$ cat src/hw/rtl/bdve_pkg.sv
// ---------------------------------------------------------------------------
// bdve_pkg
// Types and constants of the block delta variable-byte encoder.
// ---------------------------------------------------------------------------
package bdve_pkg;

   // Widest code of a 32-bit gap at seven bits a byte.
   localparam int MAX_CODE_BYTES = 5;
   // Width of a block byte count for the largest supported block of 256 values.
   localparam int COUNT_W = 11;

   typedef struct packed {
      logic [31:0] value;
      logic        list_end;
   } req_type;

   typedef enum logic [1:0] {
      KIND_CODE  = 2'd0,
      KIND_COUNT = 2'd1,
      KIND_LAST  = 2'd2
   } kind_type;

   typedef struct packed {
      kind_type    kind;
      logic [31:0] data;
      logic        run_end;
   } rsp_type;

   // One classified value as handed from the front end to the back end.
   typedef struct packed {
      logic [31:0]        gap;
      logic [2:0]         nbytes;
      logic               close;
      logic               emit_last;
      logic [COUNT_W-1:0] count;
      logic [31:0]        last_value;
   } job_type;

   // Number of variable-byte code bytes that a gap needs.
   function automatic logic [2:0] code_length(logic [31:0] gap);
      logic [2:0] len;
      if (gap[31:7] == '0) begin
         len = 3'd1;
      end else if (gap[31:14] == '0) begin
         len = 3'd2;
      end else if (gap[31:21] == '0) begin
         len = 3'd3;
      end else if (gap[31:28] == '0) begin
         len = 3'd4;
      end else begin
         len = 3'd5;
      end
      return len;
   endfunction

endpackage

$ cat src/hw/rtl/bdve_front.sv
// ---------------------------------------------------------------------------
// bdve_front
// Accepts input beats, forms the gap and its code length, and tracks blocks.
// ---------------------------------------------------------------------------
module bdve_front #(
   parameter int BLOCK_SIZE = 64
) (
   input  logic              clock,
   input  logic              reset,
   input  logic              csr_write_enable,
   input  logic              csr_write_data,
   input  logic              req_valid,
   output logic              req_stall,
   input  bdve_pkg::req_type req_item,
   input  logic              queue_full,
   output logic              push,
   output bdve_pkg::job_type job
);
   import bdve_pkg::*;

   localparam int VCNT_W = $clog2(BLOCK_SIZE + 1);
   localparam int BCNT_W = $clog2(MAX_CODE_BYTES * BLOCK_SIZE + 1);

   logic              carry_mode_ff;
   logic [31:0]       prev_ff, prev_in;
   logic [VCNT_W-1:0] vib_ff, vib_in;
   logic [BCNT_W-1:0] bib_ff, bib_in;

   logic [31:0]       base;
   logic [31:0]       gap;
   logic [2:0]        nbytes;
   logic [BCNT_W-1:0] byte_total;
   logic              close;

   assign req_stall = queue_full;
   assign push      = req_valid && !queue_full;

   always_comb begin
      // In reset mode the base is zeroed when a block opens.
      base       = (vib_ff == '0 && !carry_mode_ff) ? 32'd0 : prev_ff;
      gap        = req_item.value - base;
      nbytes     = code_length(gap);
      byte_total = bib_ff + BCNT_W'(nbytes);
      close      = req_item.list_end || (vib_ff == VCNT_W'(BLOCK_SIZE - 1));

      job.gap        = gap;
      job.nbytes     = nbytes;
      job.close      = close;
      job.emit_last  = carry_mode_ff;
      job.count      = COUNT_W'(byte_total);
      job.last_value = req_item.value;

      prev_in = prev_ff;
      vib_in  = vib_ff;
      bib_in  = bib_ff;
      if (push) begin
         prev_in = req_item.list_end ? 32'd0 : req_item.value;
         vib_in  = close ? '0 : vib_ff + VCNT_W'(1);
         bib_in  = close ? '0 : byte_total;
      end
   end

   always_ff @(posedge clock) begin
      if (reset) begin
         carry_mode_ff <= 1'b1;
         prev_ff       <= '0;
         vib_ff        <= '0;
         bib_ff        <= '0;
      end else begin
         if (csr_write_enable) begin
            carry_mode_ff <= csr_write_data;
         end
         prev_ff <= prev_in;
         vib_ff  <= vib_in;
         bib_ff  <= bib_in;
      end
   end

endmodule

$ cat src/hw/rtl/bdve_queue.sv
// ---------------------------------------------------------------------------
// bdve_queue
// Two-entry job queue between the front end and the back end.
// ---------------------------------------------------------------------------
module bdve_queue (
   input  logic              clock,
   input  logic              reset,
   input  logic              push,
   input  bdve_pkg::job_type push_job,
   output logic              full,
   output logic              head_valid,
   output bdve_pkg::job_type head_job,
   input  logic              pop
);
   import bdve_pkg::*;

   job_type    entry_ff [2];
   logic       wr_ptr_ff, wr_ptr_in;
   logic       rd_ptr_ff, rd_ptr_in;
   logic [1:0] count_ff, count_in;

   assign full       = (count_ff == 2'd2);
   assign head_valid = (count_ff != 2'd0);
   assign head_job   = entry_ff[rd_ptr_ff];

   always_comb begin
      wr_ptr_in = push ? !wr_ptr_ff : wr_ptr_ff;
      rd_ptr_in = pop  ? !rd_ptr_ff : rd_ptr_ff;
      count_in  = count_ff + 2'(push) - 2'(pop);
   end

   always_ff @(posedge clock) begin
      if (push) begin
         entry_ff[wr_ptr_ff] <= push_job;
      end
   end

   always_ff @(posedge clock) begin
      if (reset) begin
         wr_ptr_ff <= 1'b0;
         rd_ptr_ff <= 1'b0;
         count_ff  <= 2'd0;
      end else begin
         wr_ptr_ff <= wr_ptr_in;
         rd_ptr_ff <= rd_ptr_in;
         count_ff  <= count_in;
      end
   end

endmodule

$ cat src/hw/rtl/bdve_back.sv
// ---------------------------------------------------------------------------
// bdve_back
// Turns one job into its result beats through a registered output stage.
// ---------------------------------------------------------------------------
module bdve_back (
   input  logic              clock,
   input  logic              reset,
   input  logic              job_valid,
   input  bdve_pkg::job_type job,
   output logic              pop,
   output logic              rsp_valid,
   input  logic              rsp_stall,
   output bdve_pkg::rsp_type rsp_item
);
   import bdve_pkg::*;

   logic       rsp_valid_ff, rsp_valid_in;
   rsp_type    rsp_ff, rsp_in;
   logic [2:0] step_ff, step_in;

   logic [2:0] total;
   logic       last_beat;
   logic       load;
   logic [6:0] chunk;

   assign rsp_valid = rsp_valid_ff;
   assign rsp_item  = rsp_ff;

   always_comb begin
      total     = job.nbytes + 3'(job.close) + 3'(job.close && job.emit_last);
      last_beat = (step_ff == total - 3'd1);
      load      = job_valid && (!rsp_valid_ff || !rsp_stall);
      pop       = load && last_beat;

      case (step_ff)
         3'd0:    chunk = job.gap[6:0];
         3'd1:    chunk = job.gap[13:7];
         3'd2:    chunk = job.gap[20:14];
         3'd3:    chunk = job.gap[27:21];
         default: chunk = {3'b000, job.gap[31:28]};
      endcase

      rsp_in.run_end = last_beat;
      if (step_ff < job.nbytes) begin
         // Continuation flag on every code byte but the final one.
         rsp_in.kind = KIND_CODE;
         rsp_in.data = {24'd0, (step_ff != job.nbytes - 3'd1), chunk};
      end else if (step_ff == job.nbytes) begin
         rsp_in.kind = KIND_COUNT;
         rsp_in.data = 32'(job.count);
      end else begin
         rsp_in.kind = KIND_LAST;
         rsp_in.data = job.last_value;
      end

      rsp_valid_in = rsp_valid_ff;
      if (!rsp_valid_ff || !rsp_stall) begin
         rsp_valid_in = job_valid;
      end
      step_in = step_ff;
      if (load) begin
         step_in = last_beat ? 3'd0 : step_ff + 3'd1;
      end
   end

   always_ff @(posedge clock) begin
      if (load) begin
         rsp_ff <= rsp_in;
      end
   end

   always_ff @(posedge clock) begin
      if (reset) begin
         rsp_valid_ff <= 1'b0;
         step_ff      <= 3'd0;
      end else begin
         rsp_valid_ff <= rsp_valid_in;
         step_ff      <= step_in;
      end
   end

endmodule

$ cat src/hw/rtl/block_delta_varint_encoder_unit.sv
// ---------------------------------------------------------------------------
// block_delta_varint_encoder_unit
// Block delta variable-byte encoder: gaps of a value list as byte codes.
// ---------------------------------------------------------------------------
// Each input beat carries one 32-bit value of a list. The unit replaces it by
// its gap from the previous value (zero at a list start and, outside carry
// mode, a block start), modulo 2^32, and sends that gap as one to five code
// bytes, seven bits a byte, least significant group first, with bit 7 set on
// every byte but the final one. Values are grouped in blocks of BLOCK_SIZE;
// a block closes after BLOCK_SIZE values or at the end of a list, and then
// the block's total number of code bytes follows as one beat, and in carry
// mode the block's last value as another. The final result beat of each input
// beat has run_end set. The carry_mode register (reset value 1) is written
// through csr_write_enable and csr_write_data; the user must write it only
// while the unit is idle, which the unit does not check. Throughput is one
// result beat per clock cycle while the output is not stalled, set by the
// back end's single registered output stage; a value yields one to five code
// bytes, plus one or two beats when it closes a block. The front end takes a
// new input beat in every cycle in which the two-entry job queue has room, so
// input and output stall independently. A value's first result beat is
// offered only after it has passed a queue entry and the output register.
// ---------------------------------------------------------------------------
module block_delta_varint_encoder_unit #(
   parameter int BLOCK_SIZE = 64
) (
   input  logic              clock,
   input  logic              reset,
   input  logic              csr_write_enable,
   input  logic              csr_write_data,
   input  logic              req_valid,
   output logic              req_stall,
   input  bdve_pkg::req_type req_item,
   output logic              rsp_valid,
   input  logic              rsp_stall,
   output bdve_pkg::rsp_type rsp_item
);
   import bdve_pkg::*;

   // Front end to queue.
   logic    push;
   logic    queue_full;
   job_type new_job;

   // Queue to back end.
   logic    head_valid;
   job_type head_job;
   logic    pop;

   // The front end forms the gap, its code length and the block bookkeeping,
   // all in the cycle in which the value is accepted.
   bdve_front #(
      .BLOCK_SIZE(BLOCK_SIZE)
   ) u_front (
      .clock            (clock),
      .reset            (reset),
      .csr_write_enable (csr_write_enable),
      .csr_write_data   (csr_write_data),
      .req_valid        (req_valid),
      .req_stall        (req_stall),
      .req_item         (req_item),
      .queue_full       (queue_full),
      .push             (push),
      .job              (new_job)
   );

   // Two jobs of slack let the front end run on while a result beat stalls.
   bdve_queue u_queue (
      .clock      (clock),
      .reset      (reset),
      .push       (push),
      .push_job   (new_job),
      .full       (queue_full),
      .head_valid (head_valid),
      .head_job   (head_job),
      .pop        (pop)
   );

   // The back end walks through the beats of the head job, one per cycle
   // unless the output stalls, and releases the job with its final beat.
   bdve_back u_back (
      .clock     (clock),
      .reset     (reset),
      .job_valid (head_valid),
      .job       (head_job),
      .pop       (pop),
      .rsp_valid (rsp_valid),
      .rsp_stall (rsp_stall),
      .rsp_item  (rsp_item)
   );

endmodule

$ cat config.mk
export PLATFORM = sky130hd
export DESIGN_NAME = block_delta_varint_encoder_unit
export DESIGN_NICKNAME = d
export VERILOG_FILES = /design/src/hw/rtl/bdve_pkg.sv /design/src/hw/rtl/bdve_front.sv /design/src/hw/rtl/bdve_queue.sv /design/src/hw/rtl/bdve_back.sv /design/src/hw/rtl/block_delta_varint_encoder_unit.sv
export SDC_FILE = /design/constraint.sdc
export NUM_CORES = 1
export LEC_CHECK = 0
export ABC_AREA = 1
export BUFFER_PORTS_ARGS = -buffer_cell sky130_fd_sc_hd__buf_2
export CORE_ASPECT_RATIO = 0.6
export CORE_MARGIN = 2
export CORE_UTILIZATION = 40
export CTS_CLUSTER_DIAMETER = 150
export DETAILED_ROUTE_END_ITERATION = 10
export PLACE_DENSITY = 0.63
export RECOVER_POWER = 100
export SETUP_SLACK_MARGIN = 0.05
export SLEW_MARGIN = 0
export SYNTH_ARGS = -nofsm -noshare
export SYNTH_HDL_FRONTEND = slang
export SYNTH_SLANG_ARGS = --single-unit
export TNS_END_PERCENT = 1
$ cat constraint.sdc
create_clock -name clock -period 6.3 [get_ports clock]
set_input_delay 1.575 -clock clock [delete_from_list [all_inputs] [get_ports clock]]
set_output_delay 1.575 -clock clock [all_outputs]
set_load 0.02 [all_outputs]
Yosys cells after proc, flatten, opt, wreduce, memory -nomap -nowiden
Memory sizes are Yosys's and may differ from the RTL's. A register that Yosys moved wholly into a read port is not among the register bits.
Index checks and enable logic that the tools add are counted.
{"block": "op_classes", "n_addsub": 10, "order_cmp": 1, "eq_ne": 8, "n_mux": 16, "n_reduce_logical": 21}
{"operator": "$mux 32", "n": 2}
{"operator": "$mux 34", "n": 1}
{"operator": "$sub 32x32->32", "n": 1}
{"operator": "$pmux 7 s4", "n": 1}
{"operator": "$logic_not 25->1", "n": 1}
{"operator": "$logic_not 18->1", "n": 1}
{"operator": "$mux 3", "n": 4}
{"operator": "$logic_not 11->1", "n": 1}
{"operator": "$add 9x3->9", "n": 1}
{"operator": "$mux 9", "n": 1}
{"operator": "$mux 8", "n": 1}
{"operator": "$add 7x1->7 const B", "n": 1}
{"operator": "$eq 7x6->1 const B", "n": 1}
{"operator": "$logic_not 7->1", "n": 1}
{"operator": "$mux 7", "n": 1}
{"operator": "$add 3x1->3", "n": 2}
{"operator": "$eq 3x2->1 const B", "n": 2}
{"operator": "$eq 3x3->1", "n": 2}
{"operator": "$logic_not 1->1", "n": 6}
{"operator": "$sub 3x1->3 const B", "n": 2}
{"operator": "$logic_and 1x1->1", "n": 5}
{"operator": "$mux 1", "n": 5}
{"operator": "$logic_not 4->1", "n": 1}
{"operator": "$add 3x1->3 const B", "n": 1}
{"operator": "other kinds (10)", "n": 11}
{"block": "word_totals", "reg_bits": 92, "ramBits": 156, "out_inout_bits": 37, "wordCells": 71, "mem_count": 1}
{"memory": "u_queue.entry_ff", "words": 2, "word_bits": 78, "rd": 1, "rd_clocked_by_memory_dff": 1, "write_ports": 1, "line_no": "bdve_queue.sv:17", "rtl": "job_type entry_ff [2];"}

Depth between registers and ports, before layout
{"block": "depth", "depth_word": 11, "ltp_mapped": 33, "ltp_nobuf": 32}

Modules after synthesis
A second synthesis with hierarchy kept.
{"block": "unflattened", "cells_unflattened": 1425, "hier_area_um2": 13744.4}
{"mod": "bdve_queue", "n_inst": 1, "cells_per_inst": 280, "area_each_um2": 6401.1, "seq_area_each_um2": 4904.7}
{"mod": "bdve_front", "n_inst": 1, "cells_per_inst": 899, "area_each_um2": 5159.9, "seq_area_each_um2": 980.9}
{"mod": "bdve_back", "n_inst": 1, "cells_per_inst": 246, "area_each_um2": 2183.3, "seq_area_each_um2": 1131.1}

Least setup slack after synthesis
OpenSTA, ideal clock, no wires.
{"block": "synth_timing", "kind": "input-to-reg", "from": "input port req_valid", "to": "memory u_queue.entry_ff[0][0] (netlist name) (enable)", "t_arrival_ns": 5.363, "t_required_ns": 5.785, "setup_slack_ns": 0.422, "cell_stages": 4, "n_path_buf": 2, "cell_sequence": "o21ai_1 clkbuf_1 buf_1 nor2_1"}
{"block": "synth_via", "elab_chain_cells": 3}
{"element": "from (decl)", "line_no": "block_delta_varint_encoder_unit.sv:30", "rtl": "input logic req_valid,"}
{"element": "$logic_and 1x1->1", "line_no": "bdve_front.sv:36", "rtl": "assign push = req_valid && !queue_full;"}
{"element": "$mux 1", "line_no": "bdve_queue.sv:33", "rtl": "if (push) begin"}
{"element": "$mux 1 (implied by the code)", "line_no": "bdve_queue.sv:34", "rtl": "entry_ff[wr_ptr_ff] <= push_job;"}
{"element": "to (decl)", "line_no": "bdve_queue.sv:17"}
Every way passes these cells.

==> out/metrics.csv <==
stage;metric;value;unit
run_status;status;finished with violations;
run_status;failing checks;capacitance limit, slew limit;
floorplan;Die Y;141.4;um
placement;number of I/O port buffers;75;
cts;maximum clock path buffer count;3;
finish;most common cell after layout, fill and taps aside;nand2_1;
timing;setup violators final;0;
detailed_routing;Post-DRT Antenna Nets;0;
detailed_routing;wire per inst;17.29;um
critical_path;maximum fanout along the worst path;33;
global_routing;vias in the first global route;9091;
power_and_ir_drop;Clock Power Share;26.5;%
floorplan;Ports;76;
finish;commonest cells after routing, fill and taps aside;nand2_1, edfxtp_1, inv_1, nor2_1, a21oi_1;
timing;final worst slack;632.7;ps
critical_path;delay of the slowest critical-path stage;470;ps
floorplan;chip width;233.0;um
cts;Root Buffer;clkbuf_16;
placement;Placer Congestion;0.9719;
cts;H-Tree Depth;1;
power_and_ir_drop;pwr dens;376.9;mW/mm^2
cts;clk slew on worst S/H paths;70;ps
placement;Place WS;599.3;ps
detailed_routing;initial drt markers;898;
global_routing;antenna violations before repair;0;
worst_hold_path;Worst Hold Class;reg -> reg;
floorplan;DIE AREA;0.03295;mm^2
synth;ys async rst share;0;%
floorplan;Initial Util;40.49;%
detailed_routing;first drt pass iteration count;5;
synth;yosys warns;0;
synth;ys flop type;edfxtp_1;
global_routing;total gr overflow;0;
floorplan;Site Rows;50;
timing;setup TNS;0;ps
cts;TritonCTS clock tree;yes;
finish;antenna cell count;0;
critical_path;worst setup path class;reg -> reg;
power_and_ir_drop;VDD IR max;0.1756;mV
critical_path;crit end category;register;
cts;clock sinks;249;
placement;placed standard-cell area;0.01345;mm^2
synth;Syn Inst Count;1417;
synth;average size of a mapped cell;8.884;um^2
critical_path;Arr. time, crit path;6110;ps
synth;Yosys top cell area share;45.56;%
power_and_ir_drop;sequential power share;43.2;%
timing;Final Cycle Share;89.96;%
timing;max-slew violations;204;
detailed_routing;drt total wl;33210;um
global_routing;largest net degree at the start of global routing;63;
detailed_routing;via density per instance;5.105;
timing;Fin. Hold Viols;0;
synth;ranking of synthesized cells by area;edfxtp_1, nand2_1, dfxtp_1;
global_routing;gr usage total;20.58;%
critical_path;number of buffers and inverters on the critical path;4;
cts;worst skew pair latency;550;ps
synth;FF+latch count, synth;249;
critical_path;Largest delay share family, worst path;simple AND/OR/NAND/NOR gates;
cts;Post-CTS Setup Repair Bufs;0;
cts;post_cts resized;0;
timing;Hold Slack;463.8;ps
finish;fill count;3029;
global_routing;first-pass GRT wire length;52140;um
critical_path;Worst path slowest cell;fa_1;
cts;CTS hold repair buffers;0;
power_and_ir_drop;internal power;0.003373;W
power_and_ir_drop;Psw;0.001908;W
synth;Mapped Area;0.01259;mm^2
finish;area grow syn2layout;11.30;%
finish;share of cells above drive strength 1;5.515;%
synth;sequential element share of the synthesized area;54.79;%
timing;fin crit period;5667;ps
critical_path;Worst Path Required;6740;ps
synth;Yosys cell types;48;
detailed_routing;Post-route DRC;0;
timing;RSZ-0062 raised after global routing;false;
synth;post-synth top area cell;edfxtp_1;
floorplan;core area;0.03109;mm^2
power_and_ir_drop;combinational share of power;30.3;%
timing;FMAX;176.5;MHz
finish;area occupied by multi-input gates;0.004803;mm^2
critical_path;Setup crit start kind;register;
cts;Num CTS Buffers;24;
synth;Post-synth EDFFs;191;
finish;design area;0.01401;mm^2
synth;Syn Nets;1512;
timing;Max-slew headroom;-109.4;%
placement;Post-DP HPWL;24130;um
finish;FF/Latch Area;0.006897;mm^2
critical_path;CP dominant cell by count;nand2_1;
power_and_ir_drop;sw frac;36.14;%
detailed_routing;Vias;9806;
finish;fin nets;1583;
power_and_ir_drop;LEAKAGE;5.722;nW
timing;worst-margin pin slew;3129;ps
power_and_ir_drop;Overall Power;0.005281;W
timing;Worst Skew;20.86;ps
run;MaxCap Viol Count;5;
## final cells by class
type,instances,area share (%)
Inverter,179,4.796
Clock inverter,6,0.3393
Timing Repair Buffer,84,2.563
Clock buffer,37,5.081
Sequential cell,249,49.22
Tap cell,416,3.715
Multi-Input combinational cell,950,34.28
## metal layers
layer / routed length (um) / share of wire, % / global-route usage, %
met2: 13250 / 40 / 28.92
met4: 439 / 1.3 / 3.352
met1: 16540 / 50 / 32.63
met3: 2982 / 9.0 / 4.301
met5: 0 / 0 / 0
## flip-flops by register name (all words and copies together) (netlist names), 2 cells and up, named ones only
name / count
u_back.step_ff: 3
u_front.prev_ff: 32
u_queue.entry_ff: 156
u_back.rsp_item: 35
u_queue.count_ff: 2
u_front.vib_ff: 7
u_front.bib_ff: 9
## power groups by stage
stage / sequential, W / clock [W] / combinational [W]
global route: 0.00231 / 0.00149 / 0.00177
detailed placement: 0.00230 / 0 / 0.00165
CTS: 0.00227 / 0.00143 / 0.00166
global placement: 0.00230 / 0 / 0.00162
floorplan: 0.00245 / 0 / 0.000923
finish: 0.00228 / 0.00140 / 0.00160
## worst paths after layout
kind | slack, ps | to | from | cells after the start
max reg2reg | 630 | u_front.bib_ff[8] | u_front.vib_ff[0] | 31
min | 460 | u_front.prev_ff[19] | u_front.prev_ff[19] | 2
min reg2reg | 460 | u_front.prev_ff[19] | u_front.prev_ff[19] | 2
max | 630 | u_front.bib_ff[8] | u_front.vib_ff[0] | 31
## cells in the mapped netlist, types with 2 or more instances
cell type and n:
xor2_1 15, inv_1 168, inv_2 8, o21ai_1 2, nor2_2 9, nor2_1 110
fa_1 3, clkbuf_1 25, o22ai_1 7, and2_1 4, dfxtp_1 58, nand2_2 24
xnor2_1 11, buf_1 9, a211oi_1 7, a21oi_1 104, buf_2 5, mux2i_1 5
nor3_1 9, clkinv_1 3, o21bai_1 2, a21oi_2 3, edfxtp_1 191, ha_1 53
nand3_1 65, nor2_4 5, or3_1 2, nand4_1 6, nand2_1 440, nand3b_1 3
nand3_2 4, o21ai_0 40, a221oi_1 2
## kinds of logic (layout without fill, tap and decap cells)
| group | count (synthesis) | count (layout) | share of synthesized area [%] |
|---|---|---|---|
| muxes | 5 | 5 | 0.3976 |
| buffers and inverters | 218 | 306 | 6.550 |
| adders and majority gates | 56 | 56 | 5.745 |
| DFF | 249 | 249 | 54.79 |
| AOI/OAI and AO/OA | 172 | 172 | 7.365 |
| and+or+nand+nor | 690 | 690 | 23.22 |
| xor gates and xnor gates | 27 | 27 | 1.938 |
## tightest hold or removal path: cells and delay by family, from the launching register on
| kind | cells | cell delay [ps] |
|---|---|---|
| flops | 1 | 300 |
| compound gates | 1 | 50 |
| simple gates | 1 | 60 |
## per-stage QoR
stage	util, %	cells
after floorplan	-	1417
after global placement	43.26	1878
after detailed placement	43.26	1878
final	45.06	1921
after global routing	45.06	1921
after CTS	45.71	1921
Note: power is estimated with default switching activity, not from simulation.
